$ cat src/rtl/ostt_pkg.sv
// Shared constants and types of the one-shot timer table.
package ostt_pkg;

  localparam int SLOT_COUNT = 16;
  localparam int SLOT_W     = (SLOT_COUNT > 1) ? $clog2(SLOT_COUNT) : 1;
  localparam logic [SLOT_W-1:0] SLOT_LAST = SLOT_W'(SLOT_COUNT - 1);

  localparam int ID_W   = 31;
  localparam int TICK_W = 64;
  localparam int DUR_W  = 32;
  localparam int MPT_W  = 20;
  localparam int FUNC_W = 2;
  localparam int STAT_W = 2;

  localparam logic [ID_W-1:0]  ID_MAX    = {ID_W{1'b1}};
  localparam logic [ID_W-1:0]  ID_FIRST  = ID_W'(1);
  localparam logic [MPT_W-1:0] MPT_RESET = MPT_W'(1000);

  // Durations are scaled from milliseconds to microseconds before the divide.
  localparam int SCALE_W  = 10;
  localparam int SCALED_W = DUR_W + SCALE_W;
  localparam logic [SCALED_W-1:0] MS_TO_US = SCALED_W'(1000);
  localparam int DIV_CNT_W = $clog2(SCALED_W + 1);

  localparam int IN_TDATA_W  = 64;
  localparam int OUT_TDATA_W = 40;
  localparam int OUT_PAD_W   = OUT_TDATA_W - (STAT_W + ID_W + 1);
  localparam int IN_PAD_W    = IN_TDATA_W - (DUR_W + ID_W);

  localparam logic [FUNC_W-1:0] FUNC_TICK   = 2'd0;
  localparam logic [FUNC_W-1:0] FUNC_CREATE = 2'd1;
  localparam logic [FUNC_W-1:0] FUNC_QUERY  = 2'd2;

  localparam logic [STAT_W-1:0] STATUS_OK      = 2'd0;
  localparam logic [STAT_W-1:0] STATUS_NO_FREE = 2'd1;
  localparam logic [STAT_W-1:0] STATUS_UNKNOWN = 2'd2;
  localparam logic [STAT_W-1:0] STATUS_UNUSED  = 2'd3;

  typedef struct packed {
    logic              en;
    logic [SLOT_W-1:0] addr;
    logic              live;
    logic [ID_W-1:0]   ident;
    logic [TICK_W-1:0] end_tick;
  } slot_wr_t;

  typedef struct packed {
    logic              live;
    logic [ID_W-1:0]   ident;
    logic [TICK_W-1:0] end_tick;
  } slot_rd_t;

endpackage

$ cat src/rtl/ostt_divider.sv
// Restoring radix-2 divider, one quotient bit per cycle.
module ostt_divider (
  input  logic                          clk,
  input  logic                          rst_n,
  input  logic                          start,
  input  logic [ostt_pkg::SCALED_W-1:0] dividend,
  input  logic [ostt_pkg::MPT_W-1:0]    divisor,
  output logic                          done,
  output logic [ostt_pkg::SCALED_W-1:0] quotient
);
  import ostt_pkg::*;

  logic                 busy_r, busy_nxt;
  logic                 done_r, done_nxt;
  logic [DIV_CNT_W-1:0] cnt_r, cnt_nxt;
  logic [SCALED_W-1:0]  quo_r, quo_nxt;
  logic [MPT_W-1:0]     rem_r, rem_nxt;
  logic [MPT_W-1:0]     dsr_r, dsr_nxt;
  logic [MPT_W:0]       trial;
  logic [MPT_W:0]       diff;
  logic                 ge;

  // The dividend shifts out of the top of quo_r while quotient bits shift in.
  assign trial = {rem_r, quo_r[SCALED_W-1]};
  assign diff  = trial - {1'b0, dsr_r};
  assign ge    = trial >= {1'b0, dsr_r};

  always_comb begin
    busy_nxt = busy_r;
    done_nxt = 1'b0;
    cnt_nxt  = cnt_r;
    quo_nxt  = quo_r;
    rem_nxt  = rem_r;
    dsr_nxt  = dsr_r;
    if (start) begin
      busy_nxt = 1'b1;
      cnt_nxt  = DIV_CNT_W'(SCALED_W);
      quo_nxt  = dividend;
      rem_nxt  = '0;
      dsr_nxt  = divisor;
    end else if (busy_r) begin
      rem_nxt = ge ? diff[MPT_W-1:0] : trial[MPT_W-1:0];
      quo_nxt = {quo_r[SCALED_W-2:0], ge};
      cnt_nxt = cnt_r - DIV_CNT_W'(1);
      if (cnt_r == DIV_CNT_W'(1)) begin
        busy_nxt = 1'b0;
        done_nxt = 1'b1;
      end
    end
  end

  always_ff @(posedge clk) begin
    if (!rst_n) begin
      busy_r <= 1'b0;
      done_r <= 1'b0;
      cnt_r  <= '0;
    end else begin
      busy_r <= busy_nxt;
      done_r <= done_nxt;
      cnt_r  <= cnt_nxt;
    end
    quo_r <= quo_nxt;
    rem_r <= rem_nxt;
    dsr_r <= dsr_nxt;
  end

  assign done     = done_r;
  assign quotient = quo_r;

endmodule

$ cat src/rtl/ostt_slot_table.sv
// Timer slot store: id and end-tick memory with per-slot live bits.
module ostt_slot_table (
  input  logic                        clk,
  input  logic                        rst_n,
  input  logic                        rd_en,
  input  logic [ostt_pkg::SLOT_W-1:0] rd_addr,
  output ostt_pkg::slot_rd_t          rd_data,
  input  ostt_pkg::slot_wr_t          wr
);
  import ostt_pkg::*;

  logic [ID_W-1:0]   ident_mem [SLOT_COUNT];
  logic [TICK_W-1:0] end_mem   [SLOT_COUNT];
  logic [SLOT_COUNT-1:0] live_r;
  logic              rd_live_r;
  logic [ID_W-1:0]   rd_ident_r;
  logic [TICK_W-1:0] rd_end_r;

  always_ff @(posedge clk) begin
    if (wr.en) begin
      ident_mem[wr.addr] <= wr.ident;
      end_mem[wr.addr]   <= wr.end_tick;
    end
    if (rd_en) begin
      rd_ident_r <= ident_mem[rd_addr];
      rd_end_r   <= end_mem[rd_addr];
    end
  end

  // Live bits clear at reset, so a slot never written reads as free.
  always_ff @(posedge clk) begin
    if (!rst_n) begin
      live_r    <= '0;
      rd_live_r <= 1'b0;
    end else begin
      if (wr.en) begin
        live_r[wr.addr] <= wr.live;
      end
      if (rd_en) begin
        rd_live_r <= live_r[rd_addr];
      end
    end
  end

  assign rd_data.live     = rd_live_r;
  assign rd_data.ident    = rd_ident_r;
  assign rd_data.end_tick = rd_end_r;

endmodule

$ cat src/rtl/oneshot_timer_table_core.sv
// Top level of the one-shot timer table: sequencer, tick counter and result register.
//
// The block keeps a 64-bit tick count and a table of SLOT_COUNT one-shot timers. Every
// input word carries a function code in in_tuser: tick, create or query; every input
// word yields exactly one result word. A tick, an unused code or a query of id 0 goes
// from idle straight to the response state, which loads the result word into the
// output register once that register is free or being read. A query walks the slot
// memory one entry per cycle until it finds the id or has checked the last slot; a
// create walks it for the first free slot and then runs the serial divider, one
// quotient bit per cycle over 42 bits. The slot memory has a single read port, so the
// scan reads one slot at a time. The block takes one input word at a time, but the
// next word is accepted while a finished result still waits in the output register.
// Slot live bits clear at reset, so there is no clearing pass. The micros_per_tick
// register is written through the cfg channel, which is always ready; a value of zero
// divides as one.
module oneshot_timer_table_core (
  input  logic                             clk,
  input  logic                             rst_n,
  // in_tdata, lowest bit up: duration_ms[31:0], query_id[62:32], zero pad [63].
  input  logic [ostt_pkg::IN_TDATA_W-1:0]  in_tdata,
  // in_tuser: func[1:0].
  input  logic [ostt_pkg::FUNC_W-1:0]      in_tuser,
  input  logic                             in_tvalid,
  output logic                             in_tready,
  // out_tdata, lowest bit up: status[1:0], new_id[32:2], done_res[33], zero pad [39:34].
  output logic [ostt_pkg::OUT_TDATA_W-1:0] out_tdata,
  output logic                             out_tvalid,
  input  logic                             out_tready,
  input  logic [ostt_pkg::MPT_W-1:0]       cfg_data,
  input  logic                             cfg_valid,
  output logic                             cfg_ready
);
  import ostt_pkg::*;

  typedef enum logic [3:0] {
    ST_IDLE = 4'b0001,
    ST_SCAN = 4'b0010,
    ST_DIV  = 4'b0100,
    ST_RESP = 4'b1000
  } state_t;

  state_t state_r, state_nxt;

  logic [TICK_W-1:0]   tick_r, tick_nxt;
  logic [ID_W-1:0]     next_id_r, next_id_nxt;
  logic [MPT_W-1:0]    mpt_r, mpt_nxt;
  logic [FUNC_W-1:0]   func_r, func_nxt;
  logic [ID_W-1:0]     qid_r, qid_nxt;
  logic [SCALED_W-1:0] scaled_r, scaled_nxt;

  // Scan pointers: iss_r is the address being read, chk_r the one whose data is back.
  logic [SLOT_W-1:0]   iss_r, iss_nxt;
  logic                iss_left_r, iss_left_nxt;
  logic                pend_r, pend_nxt;
  logic [SLOT_W-1:0]   chk_r, chk_nxt;
  logic [SLOT_W-1:0]   slot_r, slot_nxt;

  logic [STAT_W-1:0]   res_status_r, res_status_nxt;
  logic [ID_W-1:0]     res_id_r, res_id_nxt;
  logic                res_done_r, res_done_nxt;

  logic [OUT_TDATA_W-1:0] out_data_r, out_data_nxt;
  logic                   out_valid_r, out_valid_nxt;

  logic [FUNC_W-1:0]   in_func;
  logic [DUR_W-1:0]    in_dur;
  logic [ID_W-1:0]     in_qid;

  logic                rd_en;
  slot_rd_t            rd_data;
  slot_wr_t            wr;

  logic                div_start;
  logic                div_done;
  logic [SCALED_W-1:0] div_quot;
  logic [MPT_W-1:0]    div_divisor;

  assign in_func = in_tuser;
  assign in_dur  = in_tdata[DUR_W-1:0];
  assign in_qid  = in_tdata[DUR_W+ID_W-1:DUR_W];

  assign div_divisor = (mpt_r == '0) ? MPT_W'(1) : mpt_r;

  always_comb begin
    state_nxt      = state_r;
    tick_nxt       = tick_r;
    next_id_nxt    = next_id_r;
    mpt_nxt        = mpt_r;
    func_nxt       = func_r;
    qid_nxt        = qid_r;
    scaled_nxt     = scaled_r;
    iss_nxt        = iss_r;
    iss_left_nxt   = iss_left_r;
    pend_nxt       = pend_r;
    chk_nxt        = chk_r;
    slot_nxt       = slot_r;
    res_status_nxt = res_status_r;
    res_id_nxt     = res_id_r;
    res_done_nxt   = res_done_r;
    out_data_nxt   = out_data_r;
    out_valid_nxt  = out_valid_r;
    rd_en          = 1'b0;
    wr             = '0;
    div_start      = 1'b0;

    if (cfg_valid) begin
      mpt_nxt = cfg_data;
    end

    if (out_valid_r && out_tready) begin
      out_valid_nxt = 1'b0;
    end

    case (state_r)
      ST_IDLE: begin
        if (in_tvalid) begin
          func_nxt       = in_func;
          qid_nxt        = in_qid;
          // Milliseconds to microseconds; the product fits in 42 bits.
          scaled_nxt     = {{SCALE_W{1'b0}}, in_dur} * MS_TO_US;
          iss_nxt        = '0;
          iss_left_nxt   = 1'b1;
          pend_nxt       = 1'b0;
          res_status_nxt = STATUS_OK;
          res_id_nxt     = '0;
          res_done_nxt   = 1'b0;
          case (in_func)
            FUNC_TICK: begin
              tick_nxt  = tick_r + TICK_W'(1);
              state_nxt = ST_RESP;
            end
            FUNC_CREATE: begin
              state_nxt = ST_SCAN;
            end
            FUNC_QUERY: begin
              // Id zero names no timer, even though freed slots hold it.
              if (in_qid == '0) begin
                res_status_nxt = STATUS_UNKNOWN;
                state_nxt      = ST_RESP;
              end else begin
                state_nxt = ST_SCAN;
              end
            end
            default: begin
              state_nxt = ST_RESP;
            end
          endcase
        end
      end

      ST_SCAN: begin
        rd_en    = iss_left_r;
        pend_nxt = iss_left_r;
        chk_nxt  = iss_r;
        if (iss_left_r) begin
          if (iss_r == SLOT_LAST) begin
            iss_left_nxt = 1'b0;
          end else begin
            iss_nxt = iss_r + SLOT_W'(1);
          end
        end
        if (pend_r) begin
          if (func_r == FUNC_CREATE) begin
            if (!rd_data.live) begin
              slot_nxt  = chk_r;
              div_start = 1'b1;
              state_nxt = ST_DIV;
            end else if (chk_r == SLOT_LAST) begin
              res_status_nxt = STATUS_NO_FREE;
              state_nxt      = ST_RESP;
            end
          end else begin
            // The lowest slot holding the id wins when ids repeat after a wrap.
            if (rd_data.live && (rd_data.ident == qid_r)) begin
              if (rd_data.end_tick <= tick_r) begin
                wr.en        = 1'b1;
                wr.addr      = chk_r;
                wr.live      = 1'b0;
                res_done_nxt = 1'b1;
              end
              state_nxt = ST_RESP;
            end else if (chk_r == SLOT_LAST) begin
              res_status_nxt = STATUS_UNKNOWN;
              state_nxt      = ST_RESP;
            end
          end
        end
      end

      ST_DIV: begin
        if (div_done) begin
          wr.en       = 1'b1;
          wr.addr     = slot_r;
          wr.live     = 1'b1;
          wr.ident    = next_id_r;
          wr.end_tick = tick_r + TICK_W'(div_quot);
          res_id_nxt  = next_id_r;
          next_id_nxt = (next_id_r == ID_MAX) ? ID_FIRST : next_id_r + ID_W'(1);
          state_nxt   = ST_RESP;
        end
      end

      ST_RESP: begin
        if (!out_valid_r || out_tready) begin
          out_data_nxt  = {{OUT_PAD_W{1'b0}}, res_done_r, res_id_r, res_status_r};
          out_valid_nxt = 1'b1;
          state_nxt     = ST_IDLE;
        end
      end

      default: begin
        state_nxt = ST_IDLE;
      end
    endcase
  end

  always_ff @(posedge clk) begin
    if (!rst_n) begin
      state_r     <= ST_IDLE;
      tick_r      <= '0;
      next_id_r   <= ID_FIRST;
      mpt_r       <= MPT_RESET;
      iss_left_r  <= 1'b0;
      pend_r      <= 1'b0;
      out_valid_r <= 1'b0;
    end else begin
      state_r     <= state_nxt;
      tick_r      <= tick_nxt;
      next_id_r   <= next_id_nxt;
      mpt_r       <= mpt_nxt;
      iss_left_r  <= iss_left_nxt;
      pend_r      <= pend_nxt;
      out_valid_r <= out_valid_nxt;
    end
    func_r       <= func_nxt;
    qid_r        <= qid_nxt;
    scaled_r     <= scaled_nxt;
    iss_r        <= iss_nxt;
    chk_r        <= chk_nxt;
    slot_r       <= slot_nxt;
    res_status_r <= res_status_nxt;
    res_id_r     <= res_id_nxt;
    res_done_r   <= res_done_nxt;
    out_data_r   <= out_data_nxt;
  end

  ostt_slot_table u_table (
    .clk     (clk),
    .rst_n   (rst_n),
    .rd_en   (rd_en),
    .rd_addr (iss_r),
    .rd_data (rd_data),
    .wr      (wr)
  );

  ostt_divider u_div (
    .clk      (clk),
    .rst_n    (rst_n),
    .start    (div_start),
    .dividend (scaled_r),
    .divisor  (div_divisor),
    .done     (div_done),
    .quotient (div_quot)
  );

  assign in_tready  = (state_r == ST_IDLE);
  assign out_tvalid = out_valid_r;
  assign out_tdata  = out_data_r;
  assign cfg_ready  = 1'b1;

endmodule

$ cat config.mk
export PLATFORM = sky130hd
export DESIGN_NAME = oneshot_timer_table_core
export DESIGN_NICKNAME = d
export VERILOG_FILES = /design/src/rtl/ostt_pkg.sv /design/src/rtl/ostt_divider.sv /design/src/rtl/ostt_slot_table.sv /design/src/rtl/oneshot_timer_table_core.sv
export SDC_FILE = /design/constraint.sdc
export NUM_CORES = 2
export LEC_CHECK = 0
export ABC_AREA = 1
export BUFFER_PORTS_ARGS = -buffer_cell sky130_fd_sc_hd__buf_2
export CAP_MARGIN = 30
export CORE_MARGIN = 8
export CORE_UTILIZATION = 39
export CTS_BUF_LIST = sky130_fd_sc_hd__clkbuf_4
export DETAILED_ROUTE_END_ITERATION = 10
export GPL_TIMING_DRIVEN = 0
export SLEW_MARGIN = 20
export SYNTH_ARGS = -nofsm -noshare
export SYNTH_HDL_FRONTEND = slang
export SYNTH_SLANG_ARGS = --single-unit
$ cat constraint.sdc
create_clock -name clk -period 9 [get_ports clk]
set_clock_uncertainty 0.1 [all_clocks]
set_input_delay 0.45 -clock clk [delete_from_list [all_inputs] [get_ports clk]]
set_output_delay 0.45 -clock clk [all_outputs]
set_load 0.01 [all_outputs]
After elaboration in Yosys (flattened, before gate mapping)
Memory sizes are Yosys's and may differ from the RTL's. A register that Yosys moved wholly into a read port is not among the register bits.
Index checks and enable logic that the tools add are counted.
{ "word_totals": {"ff_bits": 381, "elab_cells": 163, "out_inout_bits": 43, "n_memories": 2, "ram_bits": 1520} }
{ "op_classes": {"n_lt_le_gt_ge": 5, "n_addsub": 6, "multipliers": 1, "n_eq_ne": 24, "n_reduce_logical": 24, "n_bitwise": 3, "n_mux": 71} }
{ "memory_table": {"columns": ["name", "depth", "width", "read_ports", "rd_clocked_by_memory_dff", "write_ports", "line", "text"], "rows": [
  ["u_table.end_mem", 16, 64, 1, 1, 1, "ostt_slot_table.sv:13", "logic [TICK_W-1:0] end_mem [SLOT_COUNT];"],
  ["u_table.ident_mem", 16, 31, 1, 1, 1, "ostt_slot_table.sv:12", "logic [ID_W-1:0] ident_mem [SLOT_COUNT];"]
]} }
{ "op_table": {"columns": ["cell", "count"], "rows": [
  ["two-way mux 101 bit", 1],
  ["two-way mux 95 bit", 1],
  ["two-way mux 31 bit", 3],
  ["two-way mux 42 bit", 2],
  ["adder 64 x 1 -> 64 bit (second input constant)", 1],
  ["adder 64 x 42 -> 64 bit", 1],
  ["less-or-equal comparator 64 bit", 1],
  ["one-hot mux 31 bit (2 select lines)", 1],
  ["two-way mux 4 bit", 12],
  ["multiplier 32 x 7 -> 39 bit (second input constant)", 1],
  ["two-way mux 6 bit", 6],
  ["adder 31 x 1 -> 31 bit (second input constant)", 1],
  ["equality test 31 bit", 1],
  ["equality test 31 bit (second input constant)", 1],
  ["logical NOT 31 bit", 1],
  ["two-way mux 1 bit", 24],
  ["greater-or-equal comparator 21 x 20 -> 1 bit", 1],
  ["logical NOT 20 bit", 1],
  ["two-way mux 20 bit", 1],
  ["subtractor 20 bit", 1],
  ["two-way mux 2 bit", 9],
  ["!= test 2 bit (second input constant)", 9],
  ["bitwise mux 16 bit", 1],
  ["one-hot mux 4 bit (2 select lines)", 2],
  ["other kinds (32)", 51]
]} }

Depth between registers and ports, before layout
{ "depth": {"ltp_word": 11, "ltp_mapped": 24, "mapped_depth_nobuf": 24} }

Hierarchy
From an unflattened synthesis, not the netlist that was laid out.
{ "unflattened": {"hier_cells": 8544, "hier_area_um2": 91945.7} }
{ "modules_own_cells": {"columns": ["mod", "n_inst", "cells_each", "seq_area_each_um2", "area_each_um2"], "rows": [
  ["ostt_slot_table", 1, 4608, 48836.8, 62934.1],
  ["oneshot_timer_table_core", 1, 3266, 7006.7, 23806.6],
  ["ostt_divider", 1, 670, 2422.3, 5205.0]
]} }

Worst setup path before layout
Ideal clock, no wire load.
{ "synth_path": {"path_kind": "flip-flop to flip-flop", "start": "register tick_r[57]", "end": "memory u_table.end_mem[12][0] (enable)", "path_stages_with_launch": 16, "synth_period_minus_slack_ns": 6.667, "arrival_time_ns": 6.018, "setup_ns": 0.550, "n_path_buf": 0, "slack_ns": 2.333, "cell_sequence": "dfxtp_1 > inv_1 > ha_1 > nand2_1 > nor2_1 > nand4_1 > nor3b_2 > and2b_1 > nand2_1 > nand2_1 > nand2_2 > nand2_1 > nand2_2 > nor2_2 > nand2_1 > nor2_1"} }
{ "synth_between": {"elab_chain_cells": 8} }
{ "synth_rtl": {"columns": ["element", "line", "text"], "rows": [
  ["start, declared", "oneshot_timer_table_core.sv:44", "logic [TICK_W-1:0] tick_r, tick_nxt;"],
  ["start signal, assigned", "oneshot_timer_table_core.sv:228", "tick_r <= tick_nxt;"],
  ["less-or-equal comparator 64 bit *", "oneshot_timer_table_core.sv:175", "if (rd_data.end_tick <= tick_r) begin"],
  ["two-way mux 6 bit *", "oneshot_timer_table_core.sv:175", null],
  ["two-way mux 6 bit *", "oneshot_timer_table_core.sv:174", "if (rd_data.live && (rd_data.ident == qid_r)) begin"],
  ["two-way mux 6 bit *", "oneshot_timer_table_core.sv:163", "if (func_r == FUNC_CREATE) begin"],
  ["two-way mux 6 bit *", "oneshot_timer_table_core.sv:162", "if (pend_r) begin"],
  ["one-hot mux 6 bit (2 select lines) *", "oneshot_timer_table_core.sv:114", "case (state_r)"],
  ["two-way mux 1 bit", "ostt_slot_table.sv:20", "if (wr.en) begin"],
  ["two-way mux 1 bit (not written as such)", "ostt_slot_table.sv:22", "end_mem[wr.addr] <= wr.end_tick;"],
  ["end, declared", "ostt_slot_table.sv:13", null]
]} }
Every way passes the cells marked *; elsewhere a longest branch is shown, timed or not.

Final worst setup path
{ "layout_path": {"start": "register tick_r[9]", "end": "memory u_table.end_mem[4][37] (enable)"} }
Same word-level chain as after synthesis.

==> summary.md <==
| Metric | Value |
|---|---|
| Synth warn | `0` |
| Insertion delay to the later sink of the worst-skew pair | `roughly 1.4 ns` |
| Final nets | `~9,200` |
| Syn avg cell area | `between 10 and 15 µm²` |
| Die W | `slightly below 500 µm` |
| Row cnt | `between 150 and 200` |
| Post-synth ARST share | `0%` |
| CTS buffer count | `approximately 550` |
| Layout cells sized above 1 | `14.17%` |
| Fmax | `between 0.15 and 0.2 GHz` |
| CP max stage delay | `roughly 0.6 ns` |
| Outcome | `finished, final reports clean` |
| Sequential-to-total area share from yosys stat | `around 66%` |
| Leak | `~38 nW` |
| Reg clk slew, reported paths | `about 0.070 ns` |
| Cells after Synth | `between 7,000 and 8,000` |
| Crit start category | `register` |
| Layout area overhead | `17.86%` |
| Crit path cell chain | `inv_1, ha_1, nand4_1, nor3_1, nand2_1, nand2_1, nand2_1, nand2_1, nand2_1, nand2_1, nand2_2, nand2_1, nand2_2, nor2_2, nand2_1, nor2_4, buf_16, buf_12, buf_16` |
| Pre-Repair DR Iteration Count | `6` |
| Clock sink total | `approximately 2,000` |
| Minimum clock period | `between 5 and 6 ns` |
| Setup crit end kind | `register` |
| Via count | `~66,000` |
| Global route total overflow | `0` |
| Antenna-violating nets left | `0` |
| PD cells | `about 210 nW/µm²` |
| Critical Path Most Common Cell | `nand2_1` |
| Final Worst Setup Slack | `3.792 ns` |
| Leading cell types by total area after synthesis | `edfxtp_1, o21ai_0, nor2_1` |
| Area share of the largest cell type after synthesis | `approximately 62%` |
| First-pass GRT wire length | `about 410,000 µm` |
| Dpl ws | `3.731 ns` |
| Post-CTS setup buffer count | `0` |
| Period utilization | `57.87%` |
| Core footprint | `226,800 µm²` |
| CP Max Fanout | `19` |
| Die H | `492.9 µm` |
| Synth area leader | `edfxtp_1` |
| Via-to-Cell Ratio | `approximately 5.4` |
| Final Wtd Congestion | `about 0.96` |
| Worst Max-Slew Pin Slew | `1.041 ns` |
| Fillers | `between 20,000 and 25,000` |
| Slew Viols, Final | `0` |
| DP Wirelength | `between 150,000 and 200,000 µm` |
| Maximum clock path buffer count | `4` |
| GRT Resource Usage Total | `22.49%` |
| CTS H-Tree Depth | `6` |
| Final hold violations | `0` |
| Post-CTS sizing | `0` |
| Detailed-route DRC error count | `0` |
| Met3 wire length | `around 28,000 µm` |
| Largest net degree at the start of global routing | `61` |
| CP max stage cell | `nor2_4` |
| Synthesized flop and latch total | `~2,000` |
| Root Driver | `clkbuf_4` |
| Initial drt markers | `roughly 6,700` |
| Metal2 WL | `between 100,000 and 150,000 µm` |
| Setup TNS | `0 ns` |
| Met1 WL | `113,300 µm` |
| Type of the worst setup path | `register to register` |
| Mapped Area | `between 80,000 and 90,000 µm²` |
| Commonest non-fill, non-tap cell in the layout | `edfxtp_1` |
| Number of flops mapped to enable cells by yosys | `1,829` |
| Synth cell types | `62` |
| Top FF cell, synth | `edfxtp_1` |
| Final setup violation count | `0` |
| Slew margin rel. | `a little under a third` |
| Antenna violations before repair | `20` |
| Post-DR wirelength/cell | `between 20 and 25 µm` |
| Drt total wl | `approximately 280,000 µm` |
| Worst VDD drop | `approximately 160 µV` |
| Ports | `around 130` |
| Maxcap violations | `0` |
| Worst EP required | `approximately 9.9 ns` |
| Hold/Removal Path Class | `input pin to register` |
| Most frequent cells in the layout | `edfxtp_1, nor2_1, o21ai_0, nand2_1, clkbuf_4` |
| RSZ-0062 raised after global routing | `false` |
| Initial Utilization | `about 40%` |
| Vias in the first global route | `around 65,000` |
| Max Used Layer | `met5` |
| Critical Path AT | `6.14 ns` |
| DIE AREA | `about 240,000 µm²` |
| Input/output buffers | `around 130` |
| TritonCTS clock tree | `yes` |
sequential cells by signal, summed over array words and instances (netlist names), 31 cells and up:
signal,cells
next_id_r,31
out_tdata,34
qid_r,31
res_id_r,31
scaled_r,39
tick_r,64
u_div.quotient,42
u_table.end_mem,1024
u_table.ident_mem,496
u_table.rd_end_r,64
u_table.rd_ident_r,31
cells in the mapped netlist (all sizes together) (3+ instances only):
library cell,number
nor4,38
nor3,96
xnor2,23
nor3b,5
dfxtp,167
buf,51
o21ai,978
o21a,11
fa,120
a21oi,305
clkinv,4
nand3b,6
a31oi,28
nand2,928
inv,602
o22ai,235
o211ai,74
a21boi,7
o221ai,148
nor2,1192
a21o,9
clkbuf,335
edfxtp,1829
a221oi,3
xor2,52
o21bai,8
ha,219
nand3,242
nand4,40
worst paths after layout:
path	startpoint	to	slack, ns	depth (start not counted)
worst max register to register	tick_r[9]	u_table.end_mem[4][37]	3.79	19
worst min register to register	chk_r[2]	slot_r[2]	0.29	0
worst min-delay path	in_tdata[29]	scaled_r[32]	0.14	6
worst max-delay path	tick_r[9]	u_table.end_mem[4][37]	3.79	19
logic make-up after synthesis:
family / count (synthesis) / share of synthesized area (%)
compound gates: 1816 / 11.60
buf+inv: 992 / 4.248
other cells: 2 / 0.008465
fa+ha+maj: 339 / 5.797
flops: 1996 / 65.68
simple gates: 2555 / 11.93
xor+xnor: 75 / 0.7404
metrics by stage:
step / total power [W] / instances / area [µm²] / utilization, % / hold WS (ns)
3_3_place_gp: 0.01419 / 10910 / 93120 / 41.05 / 0.3049
3_5_place_dp: 0.01425 / 11040 / 95870 / 42.26 / 0.3045
4_1_cts: 0.02249 / 12130 / 104400 / 46.02 / 0.01302
5_1_grt: 0.02340 / 12150 / 104500 / 46.08 / 0.1347
6_report: 0.02235 / 12160 / 104600 / 46.09 / 0.1393
2_1_floorplan: 0.01299 / 7780 / 88730 / - / 0.3003
routing by layer:
layer	up-vias	GRT usage, %
met1	32010	28.96
li1	30090	-
met2	3171	36.39
met3	602	5.530
met5	-	0
met4	18	9.564
power by group:
part	switching, W	internal, W	total (W)
combinational	0.00252	0.00127	0.00379
clock	0.00379	0.00443	0.00821
sequential	0.0000569	0.0103	0.0104
total	0.00636	0.0160	0.0223
cell type report:
type	count	area (µm²)	area share (%)
Buffer	386	1535	1.468
Multi-Input combinational cell	4792	27020	25.84
Tap cell	3009	3765	3.601
Clock inverter	134	917.1	0.8771
Inverter	606	2318	2.217
Timing Repair Buffer	440	4808	4.599
Sequential cell	1996	58270	55.72
Antenna cell	12	30.03	0.02872
Clock buffer	786	5901	5.643
critical path, delay by kind of cell, from the launching register on:
family / cells / cell delay (ns)
adders and majority gates: 1 / 0.34
buffers and inverters: 4 / 0.83
DFF: 1 / 0.59
and+or+nand+nor: 14 / 2.91
repair_timing:
action / 4_1_cts / 5_1_grt
endpoints found under the hold margin: 297 / 0
hold buffers: 170 / 0
setup endpoints to repair: 0 / 0
No activity file was read; power rests on OpenSTA's default activity.
